<file path="src/assert_macros.svh">
// ----------------------------------------------------------------------------
// assert_macros.svh
// Concurrent assertion helpers shared by the PID controller modules.
// ----------------------------------------------------------------------------
`ifndef ASSERT_MACROS_SVH
`define ASSERT_MACROS_SVH

// Property checked at every rising edge outside reset.
`define ASSERT_PROP(label, clk, rst_n, prop, msg) \
    label: assert property (@(posedge clk) disable iff (!rst_n) (prop)) \
        else $error(msg);

// Consequent must hold in the cycle after the antecedent.
`define ASSERT_NEXT(label, clk, rst_n, ante, cons, msg) \
    `ASSERT_PROP(label, clk, rst_n, (ante) |=> (cons), msg)

`endif

</file>
<file path="src/pid4_pkg.sv">
// ----------------------------------------------------------------------------
// pid4_pkg
// Widths, register codes, microcode format and program for the PID unit.
// ----------------------------------------------------------------------------
package pid4_pkg;

    localparam int CHANNELS_DEF = 4;

    localparam int GAIN_W     = 16;
    localparam int DT_W       = 16;
    localparam int SPEED_W    = 16;
    localparam int CH_IDX_W   = 2;
    localparam int ERR_W      = 17;
    localparam int DE_W       = 18;
    localparam int MAG_W      = 17;
    localparam int INTEG_W    = 48;
    localparam int PROD_W     = 42;
    localparam int ACC_W      = 52;
    localparam int DIVIDEND_W = 49;
    localparam int DIVISOR_W  = 16;
    localparam int DRIVE_W    = 32;
    localparam int UPC_W      = 4;
    localparam int CFG_IDX_W  = 2;

    localparam logic [CFG_IDX_W-1:0] REG_PROP_GAIN  = 2'd0;
    localparam logic [CFG_IDX_W-1:0] REG_INTEG_GAIN = 2'd1;
    localparam logic [CFG_IDX_W-1:0] REG_DERIV_GAIN = 2'd2;

    localparam logic [GAIN_W-1:0] PROP_GAIN_RST  = 16'd256;
    localparam logic [GAIN_W-1:0] INTEG_GAIN_RST = 16'd51;
    localparam logic [GAIN_W-1:0] DERIV_GAIN_RST = 16'd0;

    typedef logic [UPC_W-1:0] t_upc;

    typedef enum logic [2:0] {
        MUL_NONE,
        MUL_DT_E,
        MUL_KP_E,
        MUL_KI_LO,
        MUL_KI_HI,
        MUL_KD_MAG
    } t_mul_sel;

    typedef enum logic [3:0] {
        ACC_NONE,
        ACC_INTEG,
        ACC_LOAD_P,
        ACC_ADD_ILO,
        ACC_ADD_IHI,
        ACC_DIV_LOAD,
        ACC_ADD_D,
        ACC_FINISH,
        ACC_CLEAR
    } t_acc_op;

    typedef enum logic [1:0] {
        J_NONE,
        J_SKIP,
        J_DT_ZERO,
        J_DIV_MORE
    } t_jcond;

    typedef struct packed {
        t_mul_sel mul;
        t_acc_op  acc;
        logic     ld_de;
        logic     div_step;
        t_jcond   jc;
        t_upc     target;
        logic     done;
    } t_uword;

    typedef struct packed {
        logic load;
        logic step;
    } t_div_ctl;

    localparam t_upc PC_DISPATCH = 4'd0;
    localparam t_upc PC_ERROR    = 4'd1;
    localparam t_upc PC_INTEG    = 4'd2;
    localparam t_upc PC_PTERM    = 4'd3;
    localparam t_upc PC_ILO      = 4'd4;
    localparam t_upc PC_IHI      = 4'd5;
    localparam t_upc PC_DIV_LOAD = 4'd6;
    localparam t_upc PC_DIV_LOOP = 4'd7;
    localparam t_upc PC_DTERM    = 4'd8;
    localparam t_upc PC_FINISH   = 4'd9;
    localparam t_upc PC_CLEAR    = 4'd10;

    localparam t_uword UWORD_NOP = '{
        mul: MUL_NONE, acc: ACC_NONE, ld_de: 1'b0, div_step: 1'b0,
        jc: J_NONE, target: '0, done: 1'b0
    };

    // Control store: one word per step.
    function automatic t_uword ucode(input t_upc pc);
        t_uword w;
        w = UWORD_NOP;
        unique case (pc)
            PC_DISPATCH: begin
                w.jc     = J_SKIP;
                w.target = PC_CLEAR;
            end
            PC_ERROR: begin
                w.mul   = MUL_DT_E;
                w.ld_de = 1'b1;
            end
            PC_INTEG: begin
                w.acc = ACC_INTEG;
                w.mul = MUL_KP_E;
            end
            PC_PTERM: begin
                w.acc = ACC_LOAD_P;
                w.mul = MUL_KI_LO;
            end
            PC_ILO: begin
                w.acc = ACC_ADD_ILO;
                w.mul = MUL_KI_HI;
            end
            PC_IHI: begin
                w.acc = ACC_ADD_IHI;
                w.mul = MUL_KD_MAG;
            end
            PC_DIV_LOAD: begin
                w.acc    = ACC_DIV_LOAD;
                w.jc     = J_DT_ZERO;
                w.target = PC_FINISH;
            end
            PC_DIV_LOOP: begin
                w.div_step = 1'b1;
                w.jc       = J_DIV_MORE;
                w.target   = PC_DIV_LOOP;
            end
            PC_DTERM: begin
                w.acc = ACC_ADD_D;
            end
            PC_FINISH: begin
                w.acc  = ACC_FINISH;
                w.done = 1'b1;
            end
            PC_CLEAR: begin
                w.acc  = ACC_CLEAR;
                w.done = 1'b1;
            end
            default: begin
                w.done = 1'b1;
            end
        endcase
        return w;
    endfunction

endpackage

</file>
<file path="src/pid4_div.sv">
// ----------------------------------------------------------------------------
// pid4_div
// Unsigned restoring divider, one quotient bit per step.
// ----------------------------------------------------------------------------
`include "assert_macros.svh"

module pid4_div (
    input  logic                               i_clk,
    input  logic                               i_rst_n,
    input  pid4_pkg::t_div_ctl                 i_ctl,
    input  logic [pid4_pkg::DIVIDEND_W-1:0]    i_dividend,
    input  logic [pid4_pkg::DIVISOR_W-1:0]     i_divisor,
    output logic [pid4_pkg::DIVIDEND_W-1:0]    o_quotient,
    output logic                               o_more
);
    import pid4_pkg::*;

    localparam int CNT_W = $clog2(DIVIDEND_W + 1);

    logic [DIVISOR_W-1:0]  r_rem;
    logic [DIVISOR_W-1:0]  r_div;
    logic [DIVIDEND_W-1:0] r_quo;
    logic [CNT_W-1:0]      r_cnt;

    logic [DIVISOR_W:0]    w_trial;
    logic [DIVISOR_W:0]    w_diff;
    logic                  w_ge;

    always_comb begin
        w_trial = {r_rem, r_quo[DIVIDEND_W-1]};
        w_diff  = w_trial - {1'b0, r_div};
        w_ge    = (w_trial >= {1'b0, r_div});
    end

    always_ff @(posedge i_clk) begin
        if (!i_rst_n) begin
            r_cnt <= '0;
        end else if (i_ctl.load) begin
            r_cnt <= CNT_W'(DIVIDEND_W);
        end else if (i_ctl.step) begin
            r_cnt <= r_cnt - CNT_W'(1);
        end
    end

    // Dividend bits shift out of the top while quotient bits shift in.
    always_ff @(posedge i_clk) begin
        if (i_ctl.load) begin
            r_rem <= '0;
            r_div <= i_divisor;
            r_quo <= i_dividend;
        end else if (i_ctl.step) begin
            r_rem <= w_ge ? w_diff[DIVISOR_W-1:0] : w_trial[DIVISOR_W-1:0];
            r_quo <= {r_quo[DIVIDEND_W-2:0], w_ge};
        end
    end

    assign o_quotient = r_quo;
    assign o_more     = (r_cnt != CNT_W'(1));

    `ASSERT_PROP(a_step_counted, i_clk, i_rst_n, i_ctl.step |-> (r_cnt != '0), "divider stepped with no bits left")
    `ASSERT_PROP(a_cnt_bound, i_clk, i_rst_n, r_cnt <= CNT_W'(DIVIDEND_W), "divider count out of range")
    `ASSERT_NEXT(a_load_count, i_clk, i_rst_n, i_ctl.load, r_cnt == CNT_W'(DIVIDEND_W), "divider load lost")

endmodule

</file>
<file path="src/pid_controller_four_channel_unit.sv">
// Flow: a new item is accepted only after the result of the last one has been loaded
//   into the output register; a clear or an out-of-range channel jumps to the clear step.
// Update: the D term goes through a serial divider (one quotient bit per cycle,
//   49 bits), which is skipped when step_time is 0.
// Reset (synchronous, active low): gains to 1.0 / 0.2 / 0.0, all channel integrals
//   and last errors to zero, sequencer idle, no result pending.
// ----------------------------------------------------------------------------
// pid_controller_four_channel_unit
// Microcoded positional PID for several channels sharing one multiplier.
// ----------------------------------------------------------------------------
`include "assert_macros.svh"

module pid_controller_four_channel_unit #(
    parameter int CHANNELS = pid4_pkg::CHANNELS_DEF
) (
    input  logic                                   i_clk,
    input  logic                                   i_rst_n,
    input  logic                                   i_in_valid,
    output logic                                   o_in_stall,
    input  logic                                   i_func,
    input  logic [pid4_pkg::CH_IDX_W-1:0]          i_channel,
    input  logic signed [pid4_pkg::SPEED_W-1:0]    i_setpoint,
    input  logic signed [pid4_pkg::SPEED_W-1:0]    i_measured,
    input  logic [pid4_pkg::DT_W-1:0]              i_step_time,
    output logic                                   o_out_valid,
    input  logic                                   i_out_stall,
    output logic signed [pid4_pkg::DRIVE_W-1:0]    o_drive,
    output logic                                   o_saturated,
    input  logic                                   i_cfg_valid,
    output logic                                   o_cfg_ready,
    input  logic [pid4_pkg::CFG_IDX_W-1:0]         i_cfg_index,
    input  logic [pid4_pkg::GAIN_W-1:0]            i_cfg_data
);
    import pid4_pkg::*;

    localparam int CH_W = (CHANNELS > 1) ? $clog2(CHANNELS) : 1;

    localparam logic signed [INTEG_W-1:0] INTEG_MAX = {1'b0, {(INTEG_W-1){1'b1}}};
    localparam logic signed [INTEG_W-1:0] INTEG_MIN = {1'b1, {(INTEG_W-1){1'b0}}};
    localparam logic signed [DRIVE_W-1:0] DRIVE_MAX = {1'b0, {(DRIVE_W-1){1'b1}}};
    localparam logic signed [DRIVE_W-1:0] DRIVE_MIN = {1'b1, {(DRIVE_W-1){1'b0}}};

    // Gains
    logic [GAIN_W-1:0] r_prop_gain, r_integ_gain, r_deriv_gain;

    // Sequencer
    logic   r_busy, n_busy;
    t_upc   r_pc, n_pc;
    t_uword cw;
    logic   w_jump;

    // Latched transaction
    logic                      r_func;
    logic [CH_IDX_W-1:0]       r_channel;
    logic signed [SPEED_W-1:0] r_setpoint, r_measured;
    logic [DT_W-1:0]           r_step_time;

    // Channel state
    logic signed [INTEG_W-1:0] r_integ_mem [CHANNELS];
    logic signed [ERR_W-1:0]   r_lerr_mem  [CHANNELS];

    // Datapath
    logic signed [DE_W-1:0]    r_de;
    logic signed [PROD_W-1:0]  r_prod;
    logic signed [INTEG_W-1:0] r_integ;
    logic signed [ACC_W-1:0]   r_acc, n_acc;
    logic                      r_sat;

    logic [CH_W-1:0]           w_idx;
    logic                      w_ch_ok;
    logic signed [ERR_W-1:0]   w_err;
    logic [DE_W-1:0]           w_de_abs;
    logic [MAG_W-1:0]          w_mag;
    logic [GAIN_W-1:0]         w_mul_a;
    logic signed [24:0]        w_mul_b;
    logic signed [PROD_W-1:0]  w_prod;
    logic signed [INTEG_W:0]   w_integ_sum;
    logic signed [INTEG_W-1:0] w_integ_clamp;
    logic                      w_integ_ovf;
    logic [ACC_W-1:0]          w_q_ext;
    logic                      w_drive_ovf;
    logic signed [DRIVE_W-1:0] w_drive_clamp;

    // Divider
    t_div_ctl                  w_div_ctl;
    logic [DIVIDEND_W-1:0]     w_quotient;
    logic                      w_div_more;

    // Output register
    logic                      r_out_valid;
    logic signed [DRIVE_W-1:0] r_drive;
    logic                      r_sat_out;
    logic                      w_out_free, w_out_load, w_in_accept;

    assign o_cfg_ready = 1'b1;

    always_ff @(posedge i_clk) begin
        if (!i_rst_n) begin
            r_prop_gain  <= PROP_GAIN_RST;
            r_integ_gain <= INTEG_GAIN_RST;
            r_deriv_gain <= DERIV_GAIN_RST;
        end else if (i_cfg_valid) begin
            unique case (i_cfg_index)
                REG_PROP_GAIN:  r_prop_gain  <= i_cfg_data;
                REG_INTEG_GAIN: r_integ_gain <= i_cfg_data;
                REG_DERIV_GAIN: r_deriv_gain <= i_cfg_data;
                default: ;
            endcase
        end
    end

    // ------------------------------------------------------------------
    // Sequencer
    // ------------------------------------------------------------------
    assign w_in_accept = i_in_valid && !r_busy;
    assign o_in_stall  = r_busy;
    assign w_out_free  = !r_out_valid || !i_out_stall;
    assign cw          = r_busy ? ucode(r_pc) : UWORD_NOP;
    assign w_out_load  = cw.done && w_out_free;

    always_comb begin
        unique case (cw.jc)
            J_SKIP:     w_jump = r_func || !w_ch_ok;
            J_DT_ZERO:  w_jump = (r_step_time == '0);
            J_DIV_MORE: w_jump = w_div_more;
            default:    w_jump = 1'b0;
        endcase
    end

    always_comb begin
        n_busy = r_busy;
        n_pc   = r_pc;
        if (!r_busy) begin
            if (w_in_accept) begin
                n_busy = 1'b1;
                n_pc   = PC_DISPATCH;
            end
        end else if (cw.done) begin
            // hold the last step until the output register frees up
            if (w_out_free) begin
                n_busy = 1'b0;
            end
        end else if (w_jump) begin
            n_pc = cw.target;
        end else begin
            n_pc = r_pc + t_upc'(1);
        end
    end

    always_ff @(posedge i_clk) begin
        if (!i_rst_n) begin
            r_busy <= 1'b0;
            r_pc   <= PC_DISPATCH;
        end else begin
            r_busy <= n_busy;
            r_pc   <= n_pc;
        end
    end

    always_ff @(posedge i_clk) begin
        if (w_in_accept) begin
            r_func      <= i_func;
            r_channel   <= i_channel;
            r_setpoint  <= i_setpoint;
            r_measured  <= i_measured;
            r_step_time <= i_step_time;
        end
    end

    // ------------------------------------------------------------------
    // Datapath
    // ------------------------------------------------------------------
    assign w_idx    = CH_W'(r_channel);
    assign w_ch_ok  = (int'(r_channel) < CHANNELS);
    assign w_err    = {r_setpoint[SPEED_W-1], r_setpoint} - {r_measured[SPEED_W-1], r_measured};
    assign w_de_abs = r_de[DE_W-1] ? -r_de : r_de;
    assign w_mag    = w_de_abs[MAG_W-1:0];

    always_comb begin
        unique case (cw.mul)
            MUL_DT_E: begin
                w_mul_a = r_step_time;
                w_mul_b = {{8{w_err[ERR_W-1]}}, w_err};
            end
            MUL_KP_E: begin
                w_mul_a = r_prop_gain;
                w_mul_b = {{8{w_err[ERR_W-1]}}, w_err};
            end
            MUL_KI_LO: begin
                w_mul_a = r_integ_gain;
                w_mul_b = {1'b0, r_integ[23:0]};
            end
            MUL_KI_HI: begin
                w_mul_a = r_integ_gain;
                w_mul_b = {r_integ[INTEG_W-1], r_integ[INTEG_W-1:24]};
            end
            MUL_KD_MAG: begin
                w_mul_a = r_deriv_gain;
                w_mul_b = {8'b0, w_mag};
            end
            default: begin
                w_mul_a = '0;
                w_mul_b = '0;
            end
        endcase
    end

    assign w_prod = $signed({1'b0, w_mul_a}) * w_mul_b;

    always_comb begin
        w_integ_sum = {r_integ_mem[w_idx][INTEG_W-1], r_integ_mem[w_idx]}
                    + {{(INTEG_W+1-PROD_W){r_prod[PROD_W-1]}}, r_prod};
        w_integ_ovf = (w_integ_sum[INTEG_W] != w_integ_sum[INTEG_W-1]);
        if (w_integ_ovf) begin
            w_integ_clamp = w_integ_sum[INTEG_W] ? INTEG_MIN : INTEG_MAX;
        end else begin
            w_integ_clamp = w_integ_sum[INTEG_W-1:0];
        end
    end

    // I term = (ki*hi) << 8 + (ki*lo) >> 16, which equals the floor of ki*integ / 2^16
    always_comb begin
        w_q_ext = {{(ACC_W-DIVIDEND_W){1'b0}}, w_quotient};
        n_acc   = r_acc;
        case (cw.acc)
            ACC_LOAD_P:  n_acc = {{(ACC_W-PROD_W){r_prod[PROD_W-1]}}, r_prod};
            ACC_ADD_ILO: n_acc = r_acc + {{(ACC_W-PROD_W+16){1'b0}}, r_prod[PROD_W-1:16]};
            ACC_ADD_IHI: n_acc = r_acc + {{(ACC_W-PROD_W-8){r_prod[PROD_W-1]}}, r_prod, 8'b0};
            ACC_ADD_D:   n_acc = r_acc + (r_de[DE_W-1] ? -w_q_ext : w_q_ext);
            default:     n_acc = r_acc;
        endcase
    end

    always_comb begin
        w_drive_ovf = !((r_acc[ACC_W-1:DRIVE_W-1] == '0) || (r_acc[ACC_W-1:DRIVE_W-1] == '1));
        if (w_drive_ovf) begin
            w_drive_clamp = r_acc[ACC_W-1] ? DRIVE_MIN : DRIVE_MAX;
        end else begin
            w_drive_clamp = r_acc[DRIVE_W-1:0];
        end
    end

    always_ff @(posedge i_clk) begin
        if (cw.mul != MUL_NONE) begin
            r_prod <= w_prod;
        end
        r_acc <= n_acc;
        if (cw.ld_de) begin
            r_de  <= {w_err[ERR_W-1], w_err}
                   - {r_lerr_mem[w_idx][ERR_W-1], r_lerr_mem[w_idx]};
            r_sat <= 1'b0;
        end
        if (cw.acc == ACC_INTEG) begin
            r_integ <= w_integ_clamp;
            r_sat   <= w_integ_ovf;
        end
    end

    always_ff @(posedge i_clk) begin
        if (!i_rst_n) begin
            for (int i = 0; i < CHANNELS; i++) begin
                r_integ_mem[i] <= '0;
                r_lerr_mem[i]  <= '0;
            end
        end else begin
            if (cw.ld_de) begin
                r_lerr_mem[w_idx] <= w_err;
            end
            if (cw.acc == ACC_INTEG) begin
                r_integ_mem[w_idx] <= w_integ_clamp;
            end
            if ((cw.acc == ACC_CLEAR) && w_ch_ok) begin
                r_integ_mem[w_idx] <= '0;
                r_lerr_mem[w_idx]  <= '0;
            end
        end
    end

    assign w_div_ctl.load = (cw.acc == ACC_DIV_LOAD);
    assign w_div_ctl.step = cw.div_step;

    pid4_div u_div (
        .i_clk      (i_clk),
        .i_rst_n    (i_rst_n),
        .i_ctl      (w_div_ctl),
        .i_dividend ({r_prod[DIVIDEND_W-17:0], 16'b0}),
        .i_divisor  (r_step_time),
        .o_quotient (w_quotient),
        .o_more     (w_div_more)
    );

    // ------------------------------------------------------------------
    // Output register
    // ------------------------------------------------------------------
    always_ff @(posedge i_clk) begin
        if (!i_rst_n) begin
            r_out_valid <= 1'b0;
        end else if (w_out_load) begin
            r_out_valid <= 1'b1;
        end else if (!i_out_stall) begin
            r_out_valid <= 1'b0;
        end
    end

    always_ff @(posedge i_clk) begin
        if (w_out_load) begin
            if (cw.acc == ACC_FINISH) begin
                r_drive   <= w_drive_clamp;
                r_sat_out <= r_sat || w_drive_ovf;
            end else begin
                r_drive   <= '0;
                r_sat_out <= 1'b0;
            end
        end
    end

    assign o_out_valid = r_out_valid;
    assign o_drive     = r_drive;
    assign o_saturated = r_sat_out;

    `ASSERT_NEXT(a_done_delivers, i_clk, i_rst_n, w_out_load, o_out_valid && !r_busy, "finished transaction not delivered")
    `ASSERT_NEXT(a_clear_zero, i_clk, i_rst_n, w_out_load && (cw.acc == ACC_CLEAR), (o_drive == '0) && !o_saturated, "clear result not zero")
    `ASSERT_PROP(a_pc_range, i_clk, i_rst_n, r_busy |-> (r_pc <= PC_CLEAR), "step counter left the program")

endmodule

</file>
<file path="config.mk">
export PLATFORM = sky130hd
export DESIGN_NAME = pid_controller_four_channel_unit
export DESIGN_NICKNAME = d
export VERILOG_FILES = /design/src/pid4_pkg.sv /design/src/pid4_div.sv /design/src/pid_controller_four_channel_unit.sv
export VERILOG_INCLUDE_DIRS = /design/src /design/src/src
export SDC_FILE = /design/constraint.sdc
export NUM_CORES = 2
export LEC_CHECK = 0
export BUFFER_PORTS_ARGS = -buffer_cell sky130_fd_sc_hd__clkbuf_2
export CAP_MARGIN = 25
export CORE_MARGIN = 2
export CORE_UTILIZATION = 40
export DETAILED_ROUTE_END_ITERATION = 10
export PLACE_DENSITY = 0.56
export SYNTH_ARGS = -nofsm -noshare
export SYNTH_HDL_FRONTEND = slang
export SYNTH_SLANG_ARGS = --single-unit
</file>
<file path="constraint.sdc">
create_clock -name i_clk -period 14.35 [get_ports i_clk]
set_input_delay 0 -clock i_clk [delete_from_list [all_inputs] [get_ports i_clk]]
set_output_delay 0 -clock i_clk [all_outputs]
set_load 0.05 [all_outputs]
</file>
## Word-level counts from Yosys, hierarchy flattened

Memory sizes are Yosys's and may differ from the RTL's. A register that Yosys moved wholly into a read port is not among the register bits.
Cells that the tools add are included.

| word-level totals | value |
|---|---|
| output and inout bits | 36 |
| latch bits | 0 |
| bits in read-only memories | 0 |
| memory bits (writable) | 260 |
| memories kept | 2 |
| register bits after elaboration | 386 |
| word-level logic and storage cells | 157 |

| operators by class | value |
|---|---|
| shift-type cells | 0 |
| divide/modulo/power cells | 0 |
| multipliers | 1 |
| bitwise gates (word level) | 3 |
| order comparisons | 1 |
| reduce and logical (&&, ||, !) cells | 28 |
| add/sub/neg operators | 11 |
| muxes and demuxes | 54 |
| equality and inequality tests | 33 |

Memories:

| memory | depth | bits a word | rd ports | clocked after memory_dff | write ports | RTL line | text |
|---|---|---|---|---|---|---|---|
| r_integ_mem | 4 | 48 | 1 | 1 | 4 | pid_controller_four_channel_unit.sv:59 | `logic signed [INTEG_W-1:0] r_integ_mem [CHANNELS];` |
| r_lerr_mem | 4 | 17 | 1 | 1 | 4 | pid_controller_four_channel_unit.sv:60 | `logic signed [ERR_W-1:0] r_lerr_mem [CHANNELS];` |

Operator list:

| operator | number |
|---|---|
| $pmux W52 S4 | 1 |
| $mux W48 | 4 |
| $add A52 B52 Y52 | 2 |
| $pmux W25 S4 | 1 |
| $mux W49 | 2 |
| $mux W32 | 2 |
| $pmux W16 S4 | 1 |
| $add A52 B26 Y52 | 1 |
| $mux W52 | 1 |
| $neg A49 Y52 | 1 |
| $mux W17 | 3 |
| $add A48 B42 Y49 | 1 |
| $reduce_or A48 Y1 | 1 |
| $mul A17 B25 Y42 | 1 |
| $eq A4 B3 Y1 const B | 8 |
| $mux W16 | 2 |
| $pmux W4 S8 | 1 |
| $mux W1 | 23 |
| $eq A21 B21 Y1 const B | 1 |
| $logic_not A21 Y1 | 1 |
| $pmux W6 S3 | 1 |
| $sub A17 B17 Y18 | 1 |
| $ge A17 B16 Y1 | 1 |
| $neg A17 Y17 | 1 |
| 36 further kinds | 69 |

## Depth between registers and ports, before layout

| logic depth | value |
|---|---|
| depth in word-level cells | 11 |
| mapped depth | 37 |

## Hierarchy

From an unflattened synthesis, not the netlist that was laid out.

| second synthesis, totals | value |
|---|---|
| cells, all modules | 5,474 |
| area total of the unflattened synthesis | 53,302.4 um^2 |

Modules (own cells, without submodules):

| module | instances | sequential area each (um^2) | cells an instance | area each (um^2) |
|---|---|---|---|---|
| pid_controller_four_channel_unit | 1 | 16,285.6 | 5,082 | 48,739.2 |
| pid4_div | 1 | 2,392.3 | 392 | 4,563.1 |

## Worst setup path after synthesis

Ideal clock, no wire load.

| timing | value |
|---|---|
| path kind | flip-flop to flip-flop |
| start | register r_busy (netlist: o_in_stall) |
| end | register r_prod[32] (data pin) |
| buffers on the path | 4 |
| cell stages (with the launch flop) | 33 |
| arrival time | 9.511 ns |
| path slack | 4.576 ns |
| setup time | 0.263 ns |
| clock period less this slack | 9.774 ns |
| data required time | 14.087 ns |
| cells stage by stage | dfxtp_1 nand2b_1 nor3_1 and2_1 clkbuf_1 or2_2 clkbuf_1 clkbuf_1 a211o_1 nand2_1 fa_1 inv_1 fa_1 inv_1 fa_1 inv_1 fa_1 fa_1 inv_1 fa_1 inv_1 ha_1 clkbuf_1 a21o_1 a21oi_1 o21bai_1 a21o_1 a221oi_1 o21ai_0 a21boi_0 nor2_1 o32ai_1 xnor2_1 |

| between the ends | value |
|---|---|
| cells in the longest elaborated chain, start to end | 5 |
| elaborated cells on any way between the ends | 11 |

Ends and longest elaborated chain:

| what | RTL line | text |
|---|---|---|
| from (decl) | pid_controller_four_channel_unit.sv:47 | `logic r_busy, n_busy;` |
| from (signal assigned) | pid_controller_four_channel_unit.sv:155 | `r_busy <= n_busy;` |
| $mux W16 (*) | pid_controller_four_channel_unit.sv:118 | `assign cw = r_busy ? ucode(r_pc) : UWORD_NOP;` |
| $eq A3 B3 Y1, or another cell as far along | pid_controller_four_channel_unit.sv:180 | `unique case (cw.mul)` |
| $reduce_or A2 Y1 (no line) | n/a |  |
| $pmux W16 S4 or $pmux W25 S4 (tied branches) | pid_controller_four_channel_unit.sv:180 |  |
| $mul A17 B25 Y42 (*) | pid_controller_four_channel_unit.sv:208 | `assign w_prod = $signed({1'b0, w_mul_a}) * w_mul_b;` |
| net w_prod[32] | pid_controller_four_channel_unit.sv:76 | `logic signed [PROD_W-1:0] w_prod;` |
| to (signal assigned) | pid_controller_four_channel_unit.sv:245 | `r_prod <= w_prod;` |
| to (decl) | pid_controller_four_channel_unit.sv:64 | `logic signed [PROD_W-1:0] r_prod;` |

Mark *: on every way through the listed nets, which the timed path passes. The rest lies on a longest branch.
A chain may end at the register's enable or synchronous reset.

## Final worst setup path

| timing | value |
|---|---|
| start | register r_pc[0] |
| end | register r_prod[32] (data pin) |

| between the ends | value |
|---|---|
| cells in the longest elaborated chain, start to end | 7 |
| elaborated cells on any way between the ends | 17 |

Ends and longest elaborated chain:

| what | RTL line | text |
|---|---|---|
| from (decl) | pid_controller_four_channel_unit.sv:48 | `t_upc r_pc, n_pc;` |
| from (signal assigned) | pid_controller_four_channel_unit.sv:156 | `r_pc <= n_pc;` |
| $eq A4 B3 Y1, or another cell as far along | pid4_pkg.sv:99 | `unique case (pc)` |
| $pmux W3 S5 (*) | pid4_pkg.sv:99 |  |
| $mux W16 (*) | pid_controller_four_channel_unit.sv:118 |  |
| $eq A3 B3 Y1, or another cell as far along | pid_controller_four_channel_unit.sv:180 |  |
| $reduce_or A2 Y1 (no line) | n/a |  |
| $pmux W16 S4 or $pmux W25 S4 (tied branches) | pid_controller_four_channel_unit.sv:180 |  |
| $mul A17 B25 Y42 (*) | pid_controller_four_channel_unit.sv:208 |  |
| net w_prod[32] | pid_controller_four_channel_unit.sv:76 |  |

Marked as above.

==> impl_metrics.yaml <==
status:
  outcome: "finished clean"
floorplan:
  rows: 132
  dieArea_sq_um: 134000
  floorplan.initialDensity_pct: 40.4
  die_width_um: 366
  floorplan.die.height_um: 366
  top_level_ports: 110
  coreArea_sq_um: 130000
timing:
  final.period_utilization_pct: 71.7
  achievable-frequency_mhz: 97.2
  setup_skew_after_layout_ns: 0.0327
  minimum_clock_period_ns: 10.29
  grt_setup_unrepaired: "false"
  timing_hold_violations_final: 0
  hold_slack_ns: 0.0428
  finalSetupViolations: 0
  tightest_slew_ns: 1.04
  final.setup.tns_ns: 0
  timing.max_slew.rel_slack_pct: 30.2
  final_max_slew_viol_count: 0
power:
  vdd_drop_max_mv: 0.111
  leakage_power_of_the_design_nw: 25.1
  powerDensity_nw_per_um2: 93.0
cts:
  cts_hold_buffers: 123
  cts-resized-gates: 0
  htree_levels: 3
  clk-insertion-delay-late_ns: 0.70
  clockRootBuffer: "sky130_fd_sc_hd__clkbuf_16"
  cts_buffers: 76
  postCtsSetupRepairBufs: 0
  tritoncts: "done"
  cts.sinks: 648
  cts_buffer_depth: 3
  cts.reportedPaths.clkPinSlew_ns: 0.06
logic_synthesis:
  synthesis.yosys.warnings: 0
  synthFlopType: "sky130_fd_sc_hd__edfxtp_1"
  number_of_enable_type_register_cells_in_the_synthesized_netlist: 554
  synth_area_sq_um: 52400
  syn_area_per_cell_sq_um: 9.72
  post_synth_num_cell_types: 86
  postSynthNetCount: 6167
  postSynthCellCount: 5392
  sequential_element_share_of_the_synthesized_area_pct: 35.3
  ys_async_sr_fraction_pct: 0
  synth.ff_latch_count: 648
critical_path:
  worst_setup_path_start_kind: "register"
  critical_path.max_fanout: 23
  slowest_cp_cell: "sky130_fd_sc_hd__nand4_1"
  number_of_buffer_and_inverter_instances_along_the_worst_setup_path: 7
  regToRegStartpoint: "r_pc[0]"
  timing.critical_path.arrival_ns: 10.73
  timing.critical_path.to_type: "register"
  crit_family: "adder cells"
  rr_worst_depth: 30
  reg2reg_to: "r_prod[32]"
  reg2reg_setup_slack_ns: 4.06
  required_ns: 14.79
  crit_cells: 30
  setup.worst_path.class: "reg2reg"
  critical_path_most_common_cell: "sky130_fd_sc_hd__inv_1"
  cpPeakStageDelay_ns: 0.82
grt:
  grt_overflow: 0
  gr-usage-all-layers_pct: 24.4
  grt_max_degree: 81
  antenna_found_initial: 9
  number_of_global_route_vias_before_repair: 40511
  first_pass_grt_wire_length_um: 250000
place:
  place_area_sq_um: 55100
  place.port_buffers: 108
  finalWeightedCongestion: 0.917
  detailed_place_hpwl_um: 119000
cells_and_area:
  filler_cell_count: 12446
  fin_nets: 6330
  area_delta_synth_final_pct: 12.5
  drive_above_1_share_pct: 8.10
  post-route-cell-area_sq_um: 58900
  commonest_non_fill_non_tap_cell_in_the_layout: "sky130_fd_sc_hd__nand2_1"
  layout_common_cells: "sky130_fd_sc_hd__nand2_1, sky130_fd_sc_hd__inv_1, sky130_fd_sc_hd__edfxtp_1"
detailed_routing:
  drt_pre_antenna_iters: 6
  drc: 0
  routed_wirelength_um: 164000
  detail_route.vias_per_cell: 5.53
  drt_iter0_markers: 3589
  via_count: 40739
  detailed_route_wire_length_per_cell_um: 22.3
  post_route_antenna_net_violation_count: 0
worst_hold_path:
  min_path_type: "in2reg"
  timing.hold.worst.start: "i_step_time[3]"
  worst_hold_path.num_cells: 2
  worstHoldEndpoint: "r_step_time[3]"
job:
  max_cap_violations: 0
[how the worst max path moves through the flow]
stage             startpoint    endpoint
5_1_grt        r_measured[0]  r_prod[40]
4_1_cts              r_pc[0]  r_prod[32]
3_5_place_dp         r_pc[0]  r_prod[32]
3_3_place_gp         r_pc[0]  r_prod[32]
2_1_floorplan     o_in_stall  r_prod[32]
6_report             r_pc[0]  r_prod[32]
[where the power goes]
part / total (mW) / internal, mW / switching [mW] / leakage (nW)
clock: 1.97 / 1.11 / 0.858 / 1.19
combinational: 1.29 / 0.432 / 0.863 / 17.8
sequential: 2.21 / 2.15 / 0.0623 / 6.12
total: 5.48 / 3.70 / 1.78 / 25.1
[synthesized netlist by cell type, types with 130 or more instances]
| cell | instances | share of area [%] |
|---|---|---|
| sky130_fd_sc_hd__inv_1 | 645 | 4.6 |
| sky130_fd_sc_hd__ha_1 | 304 | 7.3 |
| sky130_fd_sc_hd__a21oi_1 | 272 | 2.6 |
| sky130_fd_sc_hd__xor2_1 | 132 | 2.2 |
| sky130_fd_sc_hd__o21ai_0 | 240 | 2.3 |
| sky130_fd_sc_hd__a21o_1 | 130 | 1.9 |
| sky130_fd_sc_hd__fa_1 | 397 | 15 |
| sky130_fd_sc_hd__nand2_1 | 704 | 5.0 |
| sky130_fd_sc_hd__edfxtp_1 | 554 | 32 |
| sky130_fd_sc_hd__clkbuf_1 | 222 | 1.6 |
| sky130_fd_sc_hd__nor2_1 | 504 | 3.6 |
| sky130_fd_sc_hd__xnor2_1 | 132 | 2.2 |
[metrics by stage]
stage / setup slack (ns) / instances / util, % / total power [mW]
floorplan: 4.58 / 5392 / - / 3.04
global placement: 4.19 / 7088 / 42.4 / 3.49
detailed placement: 4.06 / 7093 / 42.5 / 3.49
CTS: 4.04 / 7358 / 45.3 / 5.50
global route: 3.44 / 7361 / 45.4 / 5.70
finish: 4.06 / 7363 / 45.4 / 5.48
[cells by family after synthesis]
kind of cell,after synthesis,share of synthesized area [%]
xor gates and xnor gates,265,4.44
AOI/OAI and AO/OA,1097,13.7
DFF,648,35.3
and+or+nand+nor,1705,14.4
buffers and inverters,889,6.41
muxes,86,3.21
adders and majority gates,701,22.4
other,1,0.00716
[sequential cells by signal (all words and copies together) (netlist names), 2 cells and up, named ones only]
signal	cells
r_integ_mem	192
r_lerr_mem	68
r_acc	52
u_div.o_quotient	49
r_integ	48
r_prod	42
o_drive	32
r_de	18
r_deriv_gain	16
r_integ_gain	16
r_measured	16
r_prop_gain	16
r_setpoint	16
r_step_time	16
u_div.r_div	16
u_div.r_rem	16
u_div.r_cnt	6
r_pc	4
r_channel	2
[per-layer routing]
layer / up-vias / global-route usage (%) / wire length [um]
met4: 0 / 7.24 / 5200
li1: 18858 / - / -
met1: 20256 / 33.6 / 72300
met2: 1386 / 39.1 / 75500
met3: 239 / 4.31 / 11400
met5: - / 0 / 0
[layout make-up]
type                       count  area (sq um)  area share, %
clock inverter                45           492          0.835
clock buffer                  97          2010           3.41
timing repair buffer         329          2580           4.38
antenna                        2          5.00        0.00849
multi-input combinational   3855         30700           52.1
tap                         1742          2180           3.70
inverter                     645          2420           4.11
sequential                   648         18500           31.4
Power figures use the tool's default switching activity.
